==> src/rtl/core/mbe_pkg.sv <==
`default_nettype none

package mbe_pkg;

  // Image geometry and fixed-point format.
  localparam int unsigned IMAGE_WIDTH   = 1024;
  localparam int unsigned IMAGE_HEIGHT  = 1024;
  localparam int unsigned FRACTION_BITS = 28;

  // Field widths.
  localparam int unsigned COORD_W    = 10;
  localparam int unsigned ITER_W     = 12;
  localparam int unsigned COLOR_W    = 24;
  localparam int unsigned ZOOM_W     = 31;
  localparam int unsigned LIMIT_W    = 31;
  localparam int unsigned WORD_W     = 32;
  localparam int unsigned PROD_W     = 2 * WORD_W;
  localparam int unsigned CFG_IDX_W  = 3;
  localparam int unsigned CFG_DATA_W = 32;

  localparam logic signed [WORD_W-1:0] WORD_MAX = {1'b0, {(WORD_W-1){1'b1}}};
  localparam logic signed [WORD_W-1:0] WORD_MIN = {1'b1, {(WORD_W-1){1'b0}}};
  localparam logic signed [PROD_W-1:0] WIDE_MAX = PROD_W'(WORD_MAX);
  localparam logic signed [PROD_W-1:0] WIDE_MIN = PROD_W'(WORD_MIN);
  localparam logic signed [PROD_W-1:0] FIX_TWO  = PROD_W'(2) << FRACTION_BITS;

  // Shared divider geometry: radix 16, four quotient bits per cycle.
  localparam int unsigned DIV_RADIX_BITS = 4;
  localparam int unsigned MAP_NUM_W      = COORD_W + 2 + FRACTION_BITS;
  localparam int unsigned RAMP_NUM_W     = COLOR_W + ITER_W;
  localparam int unsigned DIV_RAW_W      = (MAP_NUM_W > RAMP_NUM_W) ? MAP_NUM_W : RAMP_NUM_W;
  localparam int unsigned DIV_CYCLES     = (DIV_RAW_W + DIV_RADIX_BITS - 1) / DIV_RADIX_BITS;
  localparam int unsigned DIV_NUM_W      = DIV_CYCLES * DIV_RADIX_BITS;
  localparam int unsigned DIV_CNT_W      = $clog2(DIV_CYCLES + 1);
  localparam int unsigned DEN_IMG_W      =
      ($clog2(IMAGE_WIDTH + 1) > $clog2(IMAGE_HEIGHT + 1)) ?
      $clog2(IMAGE_WIDTH + 1) : $clog2(IMAGE_HEIGHT + 1);
  localparam int unsigned DIV_DEN_W      = (DEN_IMG_W > ITER_W) ? DEN_IMG_W : ITER_W;

  typedef enum logic [CFG_IDX_W-1:0] {
    REG_ZOOM      = 3'd0,
    REG_OFF_REAL  = 3'd1,
    REG_OFF_IMAG  = 3'd2,
    REG_MAX_ITER  = 3'd3,
    REG_ESC_LIMIT = 3'd4,
    REG_RAMP_LOW  = 3'd5,
    REG_RAMP_HIGH = 3'd6,
    REG_INSIDE    = 3'd7
  } cfg_reg_e;

  typedef struct packed {
    logic        [ZOOM_W-1:0]  zoom_factor;
    logic signed [WORD_W-1:0]  offset_real;
    logic signed [WORD_W-1:0]  offset_imag;
    logic        [ITER_W-1:0]  max_iterations;
    logic        [LIMIT_W-1:0] escape_limit;
    logic        [COLOR_W-1:0] ramp_low_color;
    logic        [COLOR_W-1:0] ramp_high_color;
    logic        [COLOR_W-1:0] inside_color;
  } cfg_t;

  typedef enum logic [1:0] {
    DIV_COL,
    DIV_ROW,
    DIV_RAMP
  } div_sel_e;

  typedef enum logic [1:0] {
    MUL_MAP,
    MUL_ITER,
    MUL_RAMP
  } mul_sel_e;

  typedef enum logic [3:0] {
    ST_IDLE,
    ST_COL_START,
    ST_COL_WAIT,
    ST_ROW_START,
    ST_ROW_WAIT,
    ST_MAP_MUL,
    ST_MAP_ADD,
    ST_ITER_MUL,
    ST_ITER_STEP,
    ST_RAMP_MUL,
    ST_RAMP_START,
    ST_RAMP_WAIT,
    ST_FINISH
  } state_e;

  typedef struct packed {
    logic     load_in;
    logic     div_start;
    div_sel_e div_sel;
    logic     take_ux;
    logic     take_uy;
    logic     mul_en;
    mul_sel_e mul_sel;
    logic     map_en;
    logic     iter_en;
    logic     esc_en;
    logic     out_load;
  } dp_cmd_t;

  typedef struct packed {
    logic div_busy;
    logic escape;
    logic at_limit;
  } dp_sts_t;

endpackage

`default_nettype wire

==> src/rtl/core/mbe_ctrl.sv <==
`default_nettype none

module mbe_ctrl (
  input  wire logic             clk_i,
  input  wire logic             rst_ni,
  input  wire logic             in_valid_i,
  output logic                  in_ready_o,
  input  wire logic             out_ready_i,
  output logic                  out_valid_o,
  output mbe_pkg::dp_cmd_t      cmd_o,
  input  wire mbe_pkg::dp_sts_t sts_i
);

  mbe_pkg::state_e state_q, state_d;
  logic            out_valid_q, out_valid_d;

  always_ff @(posedge clk_i or negedge rst_ni) begin
    if (!rst_ni) begin
      state_q     <= mbe_pkg::ST_IDLE;
      out_valid_q <= 1'b0;
    end else begin
      state_q     <= state_d;
      out_valid_q <= out_valid_d;
    end
  end

  always_comb begin
    state_d     = state_q;
    out_valid_d = out_valid_q && !out_ready_i;
    in_ready_o  = 1'b0;
    cmd_o       = '0;
    cmd_o.div_sel = mbe_pkg::DIV_COL;
    cmd_o.mul_sel = mbe_pkg::MUL_ITER;

    unique case (state_q)
      mbe_pkg::ST_IDLE: begin
        in_ready_o = 1'b1;
        if (in_valid_i) begin
          cmd_o.load_in = 1'b1;
          state_d       = mbe_pkg::ST_COL_START;
        end
      end
      mbe_pkg::ST_COL_START: begin
        cmd_o.div_start = 1'b1;
        cmd_o.div_sel   = mbe_pkg::DIV_COL;
        state_d         = mbe_pkg::ST_COL_WAIT;
      end
      mbe_pkg::ST_COL_WAIT: begin
        if (!sts_i.div_busy) begin
          cmd_o.take_ux = 1'b1;
          state_d       = mbe_pkg::ST_ROW_START;
        end
      end
      mbe_pkg::ST_ROW_START: begin
        cmd_o.div_start = 1'b1;
        cmd_o.div_sel   = mbe_pkg::DIV_ROW;
        state_d         = mbe_pkg::ST_ROW_WAIT;
      end
      mbe_pkg::ST_ROW_WAIT: begin
        if (!sts_i.div_busy) begin
          cmd_o.take_uy = 1'b1;
          state_d       = mbe_pkg::ST_MAP_MUL;
        end
      end
      mbe_pkg::ST_MAP_MUL: begin
        cmd_o.mul_en  = 1'b1;
        cmd_o.mul_sel = mbe_pkg::MUL_MAP;
        state_d       = mbe_pkg::ST_MAP_ADD;
      end
      mbe_pkg::ST_MAP_ADD: begin
        cmd_o.map_en = 1'b1;
        state_d      = mbe_pkg::ST_ITER_MUL;
      end
      mbe_pkg::ST_ITER_MUL: begin
        cmd_o.mul_en  = 1'b1;
        cmd_o.mul_sel = mbe_pkg::MUL_ITER;
        state_d       = mbe_pkg::ST_ITER_STEP;
      end
      mbe_pkg::ST_ITER_STEP: begin
        // The escape test on the latest z wins over the iteration limit.
        priority if (sts_i.escape) begin
          cmd_o.esc_en = 1'b1;
          state_d      = mbe_pkg::ST_RAMP_MUL;
        end else if (sts_i.at_limit) begin
          state_d = mbe_pkg::ST_FINISH;
        end else begin
          cmd_o.iter_en = 1'b1;
          state_d       = mbe_pkg::ST_ITER_MUL;
        end
      end
      mbe_pkg::ST_RAMP_MUL: begin
        cmd_o.mul_en  = 1'b1;
        cmd_o.mul_sel = mbe_pkg::MUL_RAMP;
        state_d       = mbe_pkg::ST_RAMP_START;
      end
      mbe_pkg::ST_RAMP_START: begin
        cmd_o.div_start = 1'b1;
        cmd_o.div_sel   = mbe_pkg::DIV_RAMP;
        state_d         = mbe_pkg::ST_RAMP_WAIT;
      end
      mbe_pkg::ST_RAMP_WAIT: begin
        if (!sts_i.div_busy) begin
          state_d = mbe_pkg::ST_FINISH;
        end
      end
      mbe_pkg::ST_FINISH: begin
        if (!out_valid_q || out_ready_i) begin
          cmd_o.out_load = 1'b1;
          out_valid_d    = 1'b1;
          state_d        = mbe_pkg::ST_IDLE;
        end
      end
      default: begin
        state_d = mbe_pkg::ST_IDLE;
      end
    endcase
  end

  assign out_valid_o = out_valid_q;

endmodule

`default_nettype wire

==> config.mk <==
export PLATFORM = sky130hd
export DESIGN_NAME = mbe_ctrl
export DESIGN_NICKNAME = d
export VERILOG_FILES = /design/src/rtl/core/mbe_pkg.sv /design/src/rtl/core/mbe_ctrl.sv
export SDC_FILE = /design/constraint.sdc
export NUM_CORES = 1
export LEC_CHECK = 0
export BUFFER_PORTS_ARGS = -buffer_cell sky130_fd_sc_hd__clkbuf_2
export CAP_MARGIN = 25
export CORE_AREA = 2 2 39 41
export CTS_BUF_LIST = sky130_fd_sc_hd__clkbuf_4
export DETAILED_ROUTE_END_ITERATION = 10
export DIE_AREA = 0 0 41 43
export HOLD_SLACK_MARGIN = 0.1
export PLACE_DENSITY = 0.66
export SYNTH_ARGS = -nofsm -noshare
export SYNTH_HDL_FRONTEND = slang
export SYNTH_SLANG_ARGS = --single-unit
==> constraint.sdc <==
create_clock -name clk_i -period 2.9 [get_ports clk_i]
set_input_delay 0.145 -clock clk_i [delete_from_list [all_inputs] [get_ports clk_i]]
set_output_delay 0.145 -clock clk_i [all_outputs]
set_load 0.02 [all_outputs]
==> flow_summary.toml <==
[final_layout]
final_util_pct = 46.29
register_area_sq_um = 125.1
fill_cells = 133
multiInputGateArea_sq_um = 339.1
nNetsFinal = 90
antenna_cells = 0
area_delta_synth_final_pct = 26.11
drive_gt1_share_pct = 39.02

[yosys]
async_flop_share_pct = 100.0
yosysMostFrequentCell = "nor2_1"
postSynthCellCount = 61
synthTopCellsByCount = "10 x nor2_1, 5 x dfrtp_1, 5 x nor3_1"
syn-cell-area_sq_um = 508.0
syn_nets = 68
ys_ff_latch = 5
synth-main-ff-cell = "dfrtp_1"
yosys_warnings = 0
synth-edff-count = 0
synth.avg_cell_area_sq_um = 8.328
synth-seq-area-share_pct = 24.63
synth.area.top_cells = "dfrtp_1 25%, mux2_4 8.9%, nor2_1 7.4%, a221oi_4 5.2%, nor3_1 4.9%"
synth_top_area_share_pct = 24.63
yosys.area.top_type = "dfrtp_1"
ys_types = 28

[timing]
hold_viol = 0
tightestPinTransition_ps = 470.9
fin_crit_sh_pct = 68.17
grt_setup_unrepaired = "false"
setup_tns_ps = 0
drv_slew = 0
relSlewSlack_pct = 68.61
final-setup-viol-count = 0
fmax_mhz = 505.9
skew_ps = 3.931
period_needed_ps = 1977

[worst_hold_path]
hp-start = "out_ready_i"
hold_class = "in -> reg"

[floorplanning]
die_area_sq_mm = 0.001763
die_h_um = 43
fp-row-count = 14
ios = 22
core_sq_mm = 0.001384
die_x_um = 41
start_util_pct = 36.71

[placement]
io_buffers = 21
globalplace.congestion = 0.7915
dp_hpwl_um = 827.4

[global_routing]
grt_usage_pct = 13.84
grt_max_degree = 16
grt_pass1_vias = 421
met2_usage_pct = 20.94
grt_pass1_wl_um = 1766
antenna_found_initial = 0
use_met3_pct = 3.141
grt-ovfl-total = 0
use_met1_pct = 20.00
top_usage_layer = "met2"

[setup_path]
arrival_ps = 2090
cp-end-kind = "flop"
critPathMaxFanout = 15
cpPeakStageDelay_ps = 630
critPathSlowestCell = "dfrtp_1"
crit_start = "state_q[2]$_DFFE_PN0P_"
cp_cell_sequence = "nand2b_1 -> o32ai_2 -> a221oi_4 -> mux2_4"
criticalPathCategory = "reg -> reg"
cp.required_ps = 3010
r2r-start = "state_q[2]$_DFFE_PN0P_"
cpLargestDelayFamily = "flip-flops"
crit_buf_inv = 0
crit_path_start_kind = "flop"

[routing]
drc = 0
drt_first_pass_iters = 2
viasPerCell = 5.071
wl_um = 1149
drtAntennaViolNets = 0
dr.first_iter.drc_count = 9
wl_per_cell_um = 11.72
via_count = 497

[run]
max-cap-violations = 0

[outcome]
status = "finished, final reports clean"

[cts]
cts_buffer_depth = 2
cts_inserted_buffers = 3
clkLatencyLatePin_ps = 230
cts_sinks = 5
htreeDepth = 1
post-cts-setup-buffers = 0
ctsResizeCount = 0
cts_tree = "done"
clk_pin_slew_ps = 40
cts-hold-fix-buffers = 1
cts_root_buf = "clkbuf_4"

[power]
combPwrFrac_pct = 62.9
switching_power_mw = 0.3732
totalPowerFinal_mw = 0.7660
p_seq_share_pct = 25.8
power.internal_mw = 0.3928
leakage_nw = 0.3141
ir_worst_vdd_v = 0.0003698
clockPowerShare_pct = 11.3
power.density_mw_per_mm2 = 1196
p_sw_share_pct = 48.72
-- logic make-up (layout without fill, tap and decap cells) --
group | Yosys count | after routing | synth area share, %
AO/OA/AOI/OAI | 13 | 13 | 22.91
XOR/XNOR | 1 | 1 | 1.724
buffers and inverters | 8 | 29 | 8.620
flip-flops | 5 | 5 | 24.63
multiplexers | 4 | 4 | 11.08
AND/OR/NAND/NOR | 30 | 30 | 31.04
-- power groups by stage --
stage          logic [mW]  registers (mW)  clock network [mW]
2_1_floorplan       0.452           0.142                   0
3_3_place_gp        0.479           0.195                   0
3_5_place_dp        0.482           0.195                   0
4_1_cts             0.483           0.195              0.0883
5_1_grt             0.528           0.206              0.0957
6_report            0.482           0.198              0.0864
-- routing by layer --
| layer | up-vias | routed length, um |
|---|---|---|
| li1 | 260 | - |
| met1 | 230 | 572 |
| met2 | 7 | 552 |
| met3 | 0 | 24 |
| met4 | 0 | 0 |
| met5 | - | 0 |
-- worst min-delay path, cell delays in order --
cell      delay, ps
clkbuf_2         80
nand2b_1        140
nand2_1          60
-- sequential cells by signal (all words and copies together) (netlist names) --
name / count
out_valid_o: 1
state_q: 4
-- final timing paths --
path,endpoint,slack [ps],cells after the start
worst max-delay path,state_q[1]$_DFFE_PN0P_,920,4
worst min-delay path,out_valid_o$_DFF_PN0_,240,3
worst max register to register,state_q[1]$_DFFE_PN0P_,920,4
worst min register to register,out_valid_o$_DFF_PN0_,540,2
max in group asynchronous,state_q[1]$_DFFE_PN0P_,2510,2
min in group asynchronous,state_q[3]$_DFFE_PN0P_,260,2
-- area by class of cell --
type | instances | area share (%)
multi-input cells | 48 | 52.93
clock buffers | 4 | 4.688
inverters | 3 | 1.758
repair buffers | 22 | 17.97
well taps | 16 | 3.125
flip-flops and latches | 5 | 19.53
-- per-stage QoR --
stage / hold WS [ps] / setup slack (ps) / cells / cell area (sq um)
after floorplan: -150.6 / 1115 / 61 / 508.0
after global placement: -39.00 / 978.4 / 93 / 600.6
after detailed placement: -37.10 / 944.0 / 93 / 600.6
after CTS: 215.3 / 928.3 / 98 / 640.6
after global routing: 253.4 / 816.8 / 98 / 640.6
final: 236.9 / 923.2 / 98 / 640.6
-- cell usage in the layout (no fill, tap or decap), types with 3 or more instances in the layout --
master,count
nor4_1,3
inv_1,3
clkbuf_4,4
clkbuf_2,21
nor2b_1,3
nand2_1,3
nor3_1,5
nand2b_1,3
nor2_1,10
mux2_4,3
dfrtp_1,5
a21oi_1,4
Power figures use the tool's default switching activity.
